`src/hdl/bppr_pkg.sv`:
```
// bppr_pkg: shared types, constants and byte helpers for the bounded path prefix replacer
// no dependencies; used by bppr_cfg, bounded_path_prefix_replacer and bppr_chk
package bppr_pkg;

  localparam int MAX_PATTERN = 24;
  localparam int LEN_W       = 5;   // holds 0..MAX_PATTERN + 1
  localparam int BYTE_W      = 8;
  localparam int PTR_W       = 5;   // circular window pointer
  localparam int WIN_DEPTH   = 32;  // 2**PTR_W, covers MAX_PATTERN + 1 pending bytes
  localparam int CFG_IDX_W   = 4;
  localparam int CFG_DATA_W  = 64;
  localparam int BANK_WORDS  = 3;

  localparam logic [LEN_W-1:0] MAX_LEN = LEN_W'(MAX_PATTERN);

  // register indexes
  localparam logic [CFG_IDX_W-1:0] REG_PATTERN_LENGTH      = 4'd0;
  localparam logic [CFG_IDX_W-1:0] REG_PATTERN_BYTES_LOW   = 4'd1;
  localparam logic [CFG_IDX_W-1:0] REG_PATTERN_BYTES_MID   = 4'd2;
  localparam logic [CFG_IDX_W-1:0] REG_PATTERN_BYTES_HIGH  = 4'd3;
  localparam logic [CFG_IDX_W-1:0] REG_REPLACE_LENGTH      = 4'd4;
  localparam logic [CFG_IDX_W-1:0] REG_REPLACE_BYTES_LOW   = 4'd5;
  localparam logic [CFG_IDX_W-1:0] REG_REPLACE_BYTES_MID   = 4'd6;
  localparam logic [CFG_IDX_W-1:0] REG_REPLACE_BYTES_HIGH  = 4'd7;

  // boundary characters
  localparam logic [BYTE_W-1:0] CH_SLASH  = 8'h2F;
  localparam logic [BYTE_W-1:0] CH_DQUOTE = 8'h22;
  localparam logic [BYTE_W-1:0] CH_SQUOTE = 8'h27;

  typedef logic [BANK_WORDS-1:0][CFG_DATA_W-1:0] byte_bank_t;

  typedef struct packed {
    logic [BYTE_W-1:0] data_byte;
    logic              is_last;
  } in_item_t;

  typedef struct packed {
    logic [BYTE_W-1:0] out_byte;
    logic              out_last;
  } out_item_t;

  // effective configuration as seen by the sequencer
  typedef struct packed {
    logic [LEN_W-1:0]  plen;
    logic [LEN_W-1:0]  rep_len;
    logic [BYTE_W-1:0] pat_byte;
    logic [BYTE_W-1:0] rep_byte;
    logic              plen_write;
  } cfg_view_t;

  function automatic logic is_boundary(input logic [BYTE_W-1:0] b);
    return (b == CH_SLASH) || (b == CH_DQUOTE) || (b == CH_SQUOTE);
  endfunction

  // byte k of a three-word bank, word index wraps modulo three
  function automatic logic [BYTE_W-1:0] byte_of(input byte_bank_t bank,
                                                input logic [LEN_W-1:0] k);
    logic [1:0] w;
    w = (k[4:3] == 2'd3) ? 2'd0 : k[4:3];
    return bank[w][{k[2:0], 3'b000} +: BYTE_W];
  endfunction

endpackage

```
`src/hdl/bounded_path_prefix_replacer.sv`:
```
// bounded_path_prefix_replacer: streaming find and replace on a byte stream
// depends on bppr_pkg and bppr_cfg
//
//   channel | direction | handshake          | payload
//   --------+-----------+--------------------+-----------------------------------
//   src     | in        | src_valid/src_stall| in_item_t  {data_byte, is_last}
//   dst     | out       | dst_valid/dst_stall| out_item_t {out_byte, out_last}
//   cfg     | in        | cfg_valid/cfg_ready| cfg_index (register), cfg_data
//
// one byte is taken per transfer, then the block is busy until that byte's
// work is done: a window check walks the pattern one byte at a time through
// the single read port of the window memory (S_RD, then S_CMP), then emits the
// replacement or the oldest window byte. a byte that fills no window goes from
// S_DECIDE straight to S_FLUSH; the final byte adds the drain of the window.
// rst is synchronous and clears the sequencer, fill count and output register;
// the window memory is never cleared. a stalled dst holds the output register,
// and the sequencer waits while a pending byte cannot move.
module bounded_path_prefix_replacer (
  input  logic                            clk,
  input  logic                            rst,
  input  logic                            src_valid,
  output logic                            src_stall,
  input  bppr_pkg::in_item_t              src_data,
  output logic                            dst_valid,
  input  logic                            dst_stall,
  output bppr_pkg::out_item_t             dst_data,
  input  logic                            cfg_valid,
  output logic                            cfg_ready,
  input  logic [bppr_pkg::CFG_IDX_W-1:0]  cfg_index,
  input  logic [bppr_pkg::CFG_DATA_W-1:0] cfg_data
);

  typedef enum logic [7:0] {
    S_IDLE   = 8'b0000_0001,  // waiting for a byte
    S_DECIDE = 8'b0000_0010,  // pick check, drain step or step end
    S_RD     = 8'b0000_0100,  // window read in flight
    S_CMP    = 8'b0000_1000,  // compare one window byte
    S_REP    = 8'b0001_0000,  // emit replacement bytes
    S_E_RD   = 8'b0010_0000,  // read oldest window byte
    S_E_OUT  = 8'b0100_0000,  // emit oldest window byte
    S_FLUSH  = 8'b1000_0000   // push the held byte, closing the step
  } state_t;

  state_t                       state, state_next;
  logic [bppr_pkg::LEN_W-1:0]   fill, fill_next;       // pending bytes
  logic [bppr_pkg::PTR_W-1:0]   head, head_next;       // oldest pending byte
  logic [bppr_pkg::LEN_W-1:0]   idx, idx_next;         // compare position
  logic [bppr_pkg::LEN_W-1:0]   rcnt, rcnt_next;       // replacement position
  logic                         last_flag, last_flag_next;
  logic                         main_mode, main_mode_next;
  logic [bppr_pkg::BYTE_W-1:0]  pend_byte, pend_byte_next;
  logic                         pend_valid, pend_valid_next;
  logic                         dst_valid_next;
  bppr_pkg::out_item_t          dst_data_next;

  logic [bppr_pkg::BYTE_W-1:0]  win_mem [bppr_pkg::WIN_DEPTH];
  logic [bppr_pkg::BYTE_W-1:0]  rd_data;
  logic [bppr_pkg::PTR_W-1:0]   rd_addr;
  logic [bppr_pkg::PTR_W-1:0]   wr_addr;
  logic                         mem_we;

  bppr_pkg::cfg_view_t          view;
  logic [bppr_pkg::LEN_W-1:0]   plen_inc;

  // held-byte path: each new byte pushes the previous one out, so the very
  // last byte of a step can still be tagged at step end
  logic                         prod_req;
  logic                         prod_ok;
  logic [bppr_pkg::BYTE_W-1:0]  prod_byte;
  logic                         out_free;

  bppr_cfg u_cfg (
    .clk       (clk),
    .rst       (rst),
    .cfg_valid (cfg_valid),
    .cfg_index (cfg_index),
    .cfg_data  (cfg_data),
    .pat_idx   (idx),
    .rep_idx   (rcnt),
    .view      (view)
  );

  assign cfg_ready = 1'b1;
  assign src_stall = (state != S_IDLE);
  assign plen_inc  = view.plen + bppr_pkg::LEN_W'(1);
  assign out_free  = !dst_valid || !dst_stall;
  assign prod_ok   = !pend_valid || out_free;
  assign rd_addr   = head + bppr_pkg::PTR_W'(idx);
  assign wr_addr   = head + bppr_pkg::PTR_W'(fill);

  // window memory, circular, one write and one registered read port
  always_ff @(posedge clk) begin
    if (mem_we) begin
      win_mem[wr_addr] <= src_data.data_byte;
    end
    rd_data <= win_mem[rd_addr];
  end

  always_comb begin
    state_next      = state;
    fill_next       = fill;
    head_next       = head;
    idx_next        = idx;
    rcnt_next       = rcnt;
    last_flag_next  = last_flag;
    main_mode_next  = main_mode;
    pend_byte_next  = pend_byte;
    pend_valid_next = pend_valid;
    dst_valid_next  = dst_stall ? dst_valid : 1'b0;
    dst_data_next   = dst_data;
    mem_we          = 1'b0;
    prod_req        = 1'b0;
    prod_byte       = rd_data;

    case (state)
      S_IDLE: begin
        if (src_valid) begin
          mem_we         = 1'b1;
          fill_next      = fill + bppr_pkg::LEN_W'(1);
          last_flag_next = src_data.is_last;
          state_next     = S_DECIDE;
        end
      end
      S_DECIDE: begin
        idx_next = '0;
        if (fill == plen_inc) begin
          // full window: pattern plus boundary byte
          main_mode_next = 1'b1;
          state_next     = S_RD;
        end else if (last_flag && (fill != '0)) begin
          // drain step: only a whole-window pattern can still match
          main_mode_next = 1'b0;
          state_next     = (fill == view.plen) ? S_RD : S_E_RD;
        end else begin
          state_next = S_FLUSH;
        end
      end
      S_RD: begin
        state_next = S_CMP;
      end
      S_CMP: begin
        if (idx == view.plen) begin
          // byte after the pattern
          if (bppr_pkg::is_boundary(rd_data)) begin
            rcnt_next  = '0;
            state_next = S_REP;
          end else begin
            idx_next   = '0;
            state_next = S_E_RD;
          end
        end else if (rd_data != view.pat_byte) begin
          idx_next   = '0;
          state_next = S_E_RD;
        end else if (idx == view.plen - bppr_pkg::LEN_W'(1)) begin
          if (main_mode) begin
            idx_next   = view.plen;
            state_next = S_RD;
          end else begin
            rcnt_next  = '0;
            state_next = S_REP;
          end
        end else begin
          idx_next   = idx + bppr_pkg::LEN_W'(1);
          state_next = S_RD;
        end
      end
      S_REP: begin
        if (rcnt == view.rep_len) begin
          head_next  = head + bppr_pkg::PTR_W'(view.plen);
          fill_next  = fill - view.plen;
          state_next = S_DECIDE;
        end else begin
          prod_req  = 1'b1;
          prod_byte = view.rep_byte;
          if (prod_ok) begin
            rcnt_next = rcnt + bppr_pkg::LEN_W'(1);
          end
        end
      end
      S_E_RD: begin
        state_next = S_E_OUT;
      end
      S_E_OUT: begin
        prod_req = 1'b1;
        if (prod_ok) begin
          head_next  = head + bppr_pkg::PTR_W'(1);
          fill_next  = fill - bppr_pkg::LEN_W'(1);
          state_next = S_DECIDE;
        end
      end
      S_FLUSH: begin
        if (!pend_valid) begin
          state_next = S_IDLE;
        end else if (out_free) begin
          dst_valid_next         = 1'b1;
          dst_data_next.out_byte = pend_byte;
          dst_data_next.out_last = last_flag;
          pend_valid_next        = 1'b0;
          state_next             = S_IDLE;
        end
      end
      default: begin
        state_next = S_IDLE;
      end
    endcase

    // new byte goes to the hold register, the held one moves to the output
    if (prod_req && prod_ok) begin
      if (pend_valid) begin
        dst_valid_next         = 1'b1;
        dst_data_next.out_byte = pend_byte;
        dst_data_next.out_last = 1'b0;
      end
      pend_byte_next  = prod_byte;
      pend_valid_next = 1'b1;
    end

    // a new pattern length discards the pending window
    if (view.plen_write) begin
      fill_next = '0;
    end
  end

  always_ff @(posedge clk) begin
    if (rst) begin
      state      <= S_IDLE;
      fill       <= '0;
      head       <= '0;
      idx        <= '0;
      rcnt       <= '0;
      last_flag  <= 1'b0;
      main_mode  <= 1'b0;
      pend_valid <= 1'b0;
      dst_valid  <= 1'b0;
    end else begin
      state      <= state_next;
      fill       <= fill_next;
      head       <= head_next;
      idx        <= idx_next;
      rcnt       <= rcnt_next;
      last_flag  <= last_flag_next;
      main_mode  <= main_mode_next;
      pend_valid <= pend_valid_next;
      dst_valid  <= dst_valid_next;
    end
  end

  // payload registers
  always_ff @(posedge clk) begin
    pend_byte <= pend_byte_next;
    dst_data  <= dst_data_next;
  end

endmodule

```
`src/hdl/bppr_cfg.sv`:
```
// bppr_cfg: configuration registers, length clamping and pattern/replacement byte select
// depends on bppr_pkg
module bppr_cfg (
  input  logic                               clk,
  input  logic                               rst,
  input  logic                               cfg_valid,
  input  logic [bppr_pkg::CFG_IDX_W-1:0]     cfg_index,
  input  logic [bppr_pkg::CFG_DATA_W-1:0]    cfg_data,
  input  logic [bppr_pkg::LEN_W-1:0]         pat_idx,
  input  logic [bppr_pkg::LEN_W-1:0]         rep_idx,
  output bppr_pkg::cfg_view_t                view
);

  logic [bppr_pkg::LEN_W-1:0] pattern_length;
  logic [bppr_pkg::LEN_W-1:0] replacement_length;
  bppr_pkg::byte_bank_t       pat_bank;
  bppr_pkg::byte_bank_t       rep_bank;

  always_ff @(posedge clk) begin
    if (rst) begin
      pattern_length     <= bppr_pkg::LEN_W'(1);
      replacement_length <= '0;
      pat_bank           <= '0;
      rep_bank           <= '0;
    end else if (cfg_valid) begin
      case (cfg_index)
        bppr_pkg::REG_PATTERN_LENGTH:     pattern_length <= cfg_data[bppr_pkg::LEN_W-1:0];
        bppr_pkg::REG_PATTERN_BYTES_LOW:  pat_bank[0] <= cfg_data;
        bppr_pkg::REG_PATTERN_BYTES_MID:  pat_bank[1] <= cfg_data;
        bppr_pkg::REG_PATTERN_BYTES_HIGH: pat_bank[2] <= cfg_data;
        bppr_pkg::REG_REPLACE_LENGTH:     replacement_length <= cfg_data[bppr_pkg::LEN_W-1:0];
        bppr_pkg::REG_REPLACE_BYTES_LOW:  rep_bank[0] <= cfg_data;
        bppr_pkg::REG_REPLACE_BYTES_MID:  rep_bank[1] <= cfg_data;
        bppr_pkg::REG_REPLACE_BYTES_HIGH: rep_bank[2] <= cfg_data;
        default: ;
      endcase
    end
  end

  always_comb begin
    if (pattern_length == '0) begin
      view.plen = bppr_pkg::LEN_W'(1);
    end else if (pattern_length > bppr_pkg::MAX_LEN) begin
      view.plen = bppr_pkg::MAX_LEN;
    end else begin
      view.plen = pattern_length;
    end
    view.rep_len    = (replacement_length > bppr_pkg::MAX_LEN) ? bppr_pkg::MAX_LEN
                                                               : replacement_length;
    view.pat_byte   = bppr_pkg::byte_of(pat_bank, pat_idx);
    view.rep_byte   = bppr_pkg::byte_of(rep_bank, rep_idx);
    view.plen_write = cfg_valid && (cfg_index == bppr_pkg::REG_PATTERN_LENGTH);
  end

endmodule

```
`config.mk`:
```
export PLATFORM = sky130hd
export DESIGN_NAME = bounded_path_prefix_replacer
export DESIGN_NICKNAME = d
export VERILOG_FILES = /design/src/hdl/bppr_pkg.sv /design/src/hdl/bounded_path_prefix_replacer.sv /design/src/hdl/bppr_cfg.sv
export SDC_FILE = /design/constraint.sdc
export NUM_CORES = 1
export LEC_CHECK = 0
export ABC_AREA = 1
export BUFFER_PORTS_ARGS = -buffer_cell sky130_fd_sc_hd__buf_2
export CORE_MARGIN = 2
export CORE_UTILIZATION = 50
export CTS_BUF_LIST = sky130_fd_sc_hd__clkbuf_4 sky130_fd_sc_hd__clkbuf_8
export DETAILED_ROUTE_END_ITERATION = 12
export GPL_TIMING_DRIVEN = 0
export PLACE_DENSITY = 0.66
export SETUP_SLACK_MARGIN = 0.02
export SYNTH_ARGS = -nofsm -noshare
export SYNTH_HDL_FRONTEND = slang
export SYNTH_HIERARCHICAL = 1
export SYNTH_SLANG_ARGS = --single-unit
```
`constraint.sdc`:
```
create_clock -name clk -period 2.88 [get_ports clk]
set_input_delay 0.144 -clock clk [delete_from_list [all_inputs] [get_ports clk]]
set_output_delay 0.144 -clock clk [all_outputs]
set_load 0.02 [all_outputs]
```
==> results.json <==
{
  "seq_area_frac_synth": 0.5258,
  "num_vias": 29710,
  "gr-total-overflow": 0,
  "yosysWarnings": 6,
  "die_h_um": 257.4,
  "drt-pass1-iter-count": 6,
  "grt_setup_unrepaired": "yes",
  "post-route-period-util": 0.9777,
  "hpwl_um": 75490,
  "syn_area_um2": 32120,
  "dpl.cell_count": 4965,
  "status": "finished clean",
  "numPortBuffers": 92,
  "syn-instance-count": 4027,
  "routed_wl_um": 107200,
  "vdd_drop_max_v": 0.0004114,
  "drive_above_1_share": 0.1423,
  "nets": 4453,
  "tns_ns": 0,
  "final.setup_skew_ns": 0.02631,
  "synth_edf_count": 273,
  "grt_antenna_before_repair": 6,
  "grtUsageTotal": 0.3163,
  "cp_max_fo": 8,
  "cts_tree": "done",
  "setup.worst_path.end_class": "register",
  "syn_area_per_cell_um2": 7.975,
  "start_util": 0.5073,
  "async_flop_share": 0,
  "die-area_um2": 66280,
  "cts.reportedPaths.clkPinSlew_ns": 0.06,
  "postSynth.topFlopCell": "dfxtp_1",
  "fmax_mhz": 355.1,
  "worstMarginPinSlew_ns": 0.8196,
  "nFillCells": 5763,
  "start_kind": "register",
  "rows": 92,
  "maxSlewHeadroom": 0.4536,
  "drc_errors": 0,
  "drtIter0Drc": 3679,
  "grt_pass1_vias": 27180,
  "grt_max_degree": 33,
  "grt_pass1_wl_um": 160800,
  "fp.coreArea_um2": 63310,
  "cap_violations": 0,
  "wl_per_cell_um": 20.27,
  "stdcell_count": 5291,
  "cp.required_ns": 3.28,
  "area_growth_syn_to_layout_pct": 17.65,
  "cts_sinks": 707,
  "insertion_delay_ns": 0.74,
  "slew_violations": 0,
  "crit_type": "register to register",
  "die_w_um": 257.4,
  "final.min_clock_period_ns": 2.816,
  "final_antenna_net_count": 0,
  "root_buffer": "clkbuf_8",
  "clockBufferDepth": 3,
  "ys_types": 49,
  "top_level_ports": 94,
  "syn_nets": 4137,
  "vias_per_cell": 5.616,
  "multi_input_area_um2": 13440,
  "final-setup-viol-count": 0,
  "htree_levels": 3,
  "power_density_nw_per_um2": 681.2,
  "hp-class": "input port to register",
  "cts_made_buffers": 117,
  "seq_area_um2": 16910,
  "p_leak_nw": 14.66,
  "hold_viol_final": 0,
  "ys_seq_elements": 707,
  "globalplace.congestion": 1.001,
  "crit_arrival_ns": 3.21
}
-- critical path, cell delays in order (launching register included) --
cell and delay [ns]:
dfxtp_1 0.42, ha_1 0.20, inv_1 0.05, fa_1 0.40, o21ai_0 0.20, a21oi_1 0.12
xor2_2 0.31, nand2_1 0.10, inv_1 0.10, nand2_1 0.24, nor2_4 0.35
-- metrics by stage --
stage | total power [mW] | setup slack (ns) | utilization | instance area, µm² | hold WS, ns
final | 25.74 | 0.06409 | 0.5968 | 37790 | 0.09793
after global placement | 15.90 | -0.6772 | 0.5313 | 33640 | 0.3824
after floorplan | 14.23 | 0.2583 | - | 32120 | 0.2131
after detailed placement | 15.95 | -0.4061 | 0.5314 | 33640 | 0.3817
after global routing | 26.74 | -0.07123 | 0.5967 | 37780 | 0.1299
after CTS | 25.46 | -0.1297 | 0.5884 | 37250 | 0.02450
-- cells in the final DEF, fill, tap and decap left out, types with 6 or more instances in the layout --
cell type / count
clkbuf_8: 145
o21ai_0: 583
nor2_4: 33
inv_1: 194
nand3_1: 412
dlygate4sd3_1: 82
o22ai_1: 38
edfxtp_1: 273
nand2_2: 16
nor2_1: 896
buf_2: 165
clkinv_1: 15
o31ai_2: 8
nand2_1: 487
clkinv_2: 10
xnor2_1: 13
xor2_1: 12
nor2_2: 30
buf_6: 13
ha_1: 23
clkbuf_4: 59
a21oi_1: 165
buf_4: 39
inv_2: 26
buf_12: 10
clkbuf_2: 22
clkbuf_1: 111
nand4_1: 6
dfxtp_1: 427
o21ai_1: 31
nand3_2: 13
nor3_1: 7
o211ai_1: 16
-- state kept, by name, indices dropped and copies added (netlist names), 8 cells and up, named ones only --
| signal | cells |
|---|---|
| win_mem | 256 |
| u_cfg/pat_bank | 192 |
| u_cfg/rep_bank | 192 |
| pend_byte | 8 |
| rd_data | 8 |
| state | 8 |
-- logic make-up after synthesis --
family / Yosys count / share of synthesized area
AND/OR/NAND/NOR: 1916 / 0.2500
flip-flops: 707 / 0.5258
AO/OA/AOI/OAI: 850 / 0.1364
other: 1 / 0.0001168
XOR/XNOR: 30 / 0.009233
adder cells (fa/ha/maj): 28 / 0.01208
buffers and inverters: 495 / 0.06642
-- per-layer routing --
| metal | GRT usage | share of wire | vias to the layer above |
|---|---|---|---|
| li1 | - | - | 14070 |
| met1 | 0.4618 | 0.43 | 13820 |
| met2 | 0.4672 | 0.43 | 1580 |
| met3 | 0.06304 | 0.11 | 241 |
| met4 | 0.1081 | 0.031 | 2 |
| met5 | 0 | 0.00015 | - |
-- timing repair --
action,in CTS,in global routing
gates resized for setup,81,117
gates cloned,0,0
endpoints found under the hold margin,592,0
setup buffers,3,20
endpoints found under the setup margin,277,259
pin swaps,3,16
hold buffers,82,0
-- worst paths after layout --
kind	cells past startpoint	from	end	slack [ns]
max	10	head[0]$_SDFFE_PP0P_	win_mem[13][1]$_DFFE_PP_	0.06
min	5	cfg_index[2]	u_cfg/replacement_length[1]$_SDFFE_PP0P_	0.1
max reg2reg	10	head[0]$_SDFFE_PP0P_	win_mem[13][1]$_DFFE_PP_	0.06
min reg2reg	2	u_cfg/pat_bank[137]$_SDFFE_PP0P_	u_cfg/pat_bank[137]$_SDFFE_PP0P_	0.45
-- cells in the mapped netlist, types with 16 or more instances --
master | count | area, µm²
a21oi_1 | 166 | 830.8
buf_2 | 89 | 445.4
buf_4 | 24 | 180.2
clkbuf_1 | 129 | 484.2
dfxtp_1 | 434 | 8688
edfxtp_1 | 273 | 8198
ha_1 | 23 | 287.8
inv_1 | 197 | 739.5
inv_2 | 25 | 93.84
nand2_1 | 493 | 1851
nand3_1 | 415 | 2077
nor2_1 | 932 | 3498
nor2_2 | 20 | 125.1
o211ai_1 | 16 | 120.1
o21ai_0 | 597 | 2988
o21ai_1 | 21 | 105.1
o22ai_1 | 38 | 237.7
-- report_power, final --
| part | switching (mW) | internal [mW] | total (mW) | leakage, nW |
|---|---|---|---|---|
| clock network | 4.14 | 5.22 | 9.35 | 1.33 |
| logic | 3.65 | 1.67 | 5.32 | 7.36 |
| registers | 0.280 | 10.8 | 11.1 | 5.96 |
-- cell type report --
class	instances	share of cell area
flip-flops and latches	707	0.4474
repair buffers	197	0.04146
diodes	5	0.0003311
well taps	846	0.02801
multi-input cells	2825	0.3556
plain buffers	270	0.03805
clock inverters	32	0.005927
clock buffers	184	0.06056
inverters	225	0.02268
No activity file was read; power rests on OpenSTA's default activity.
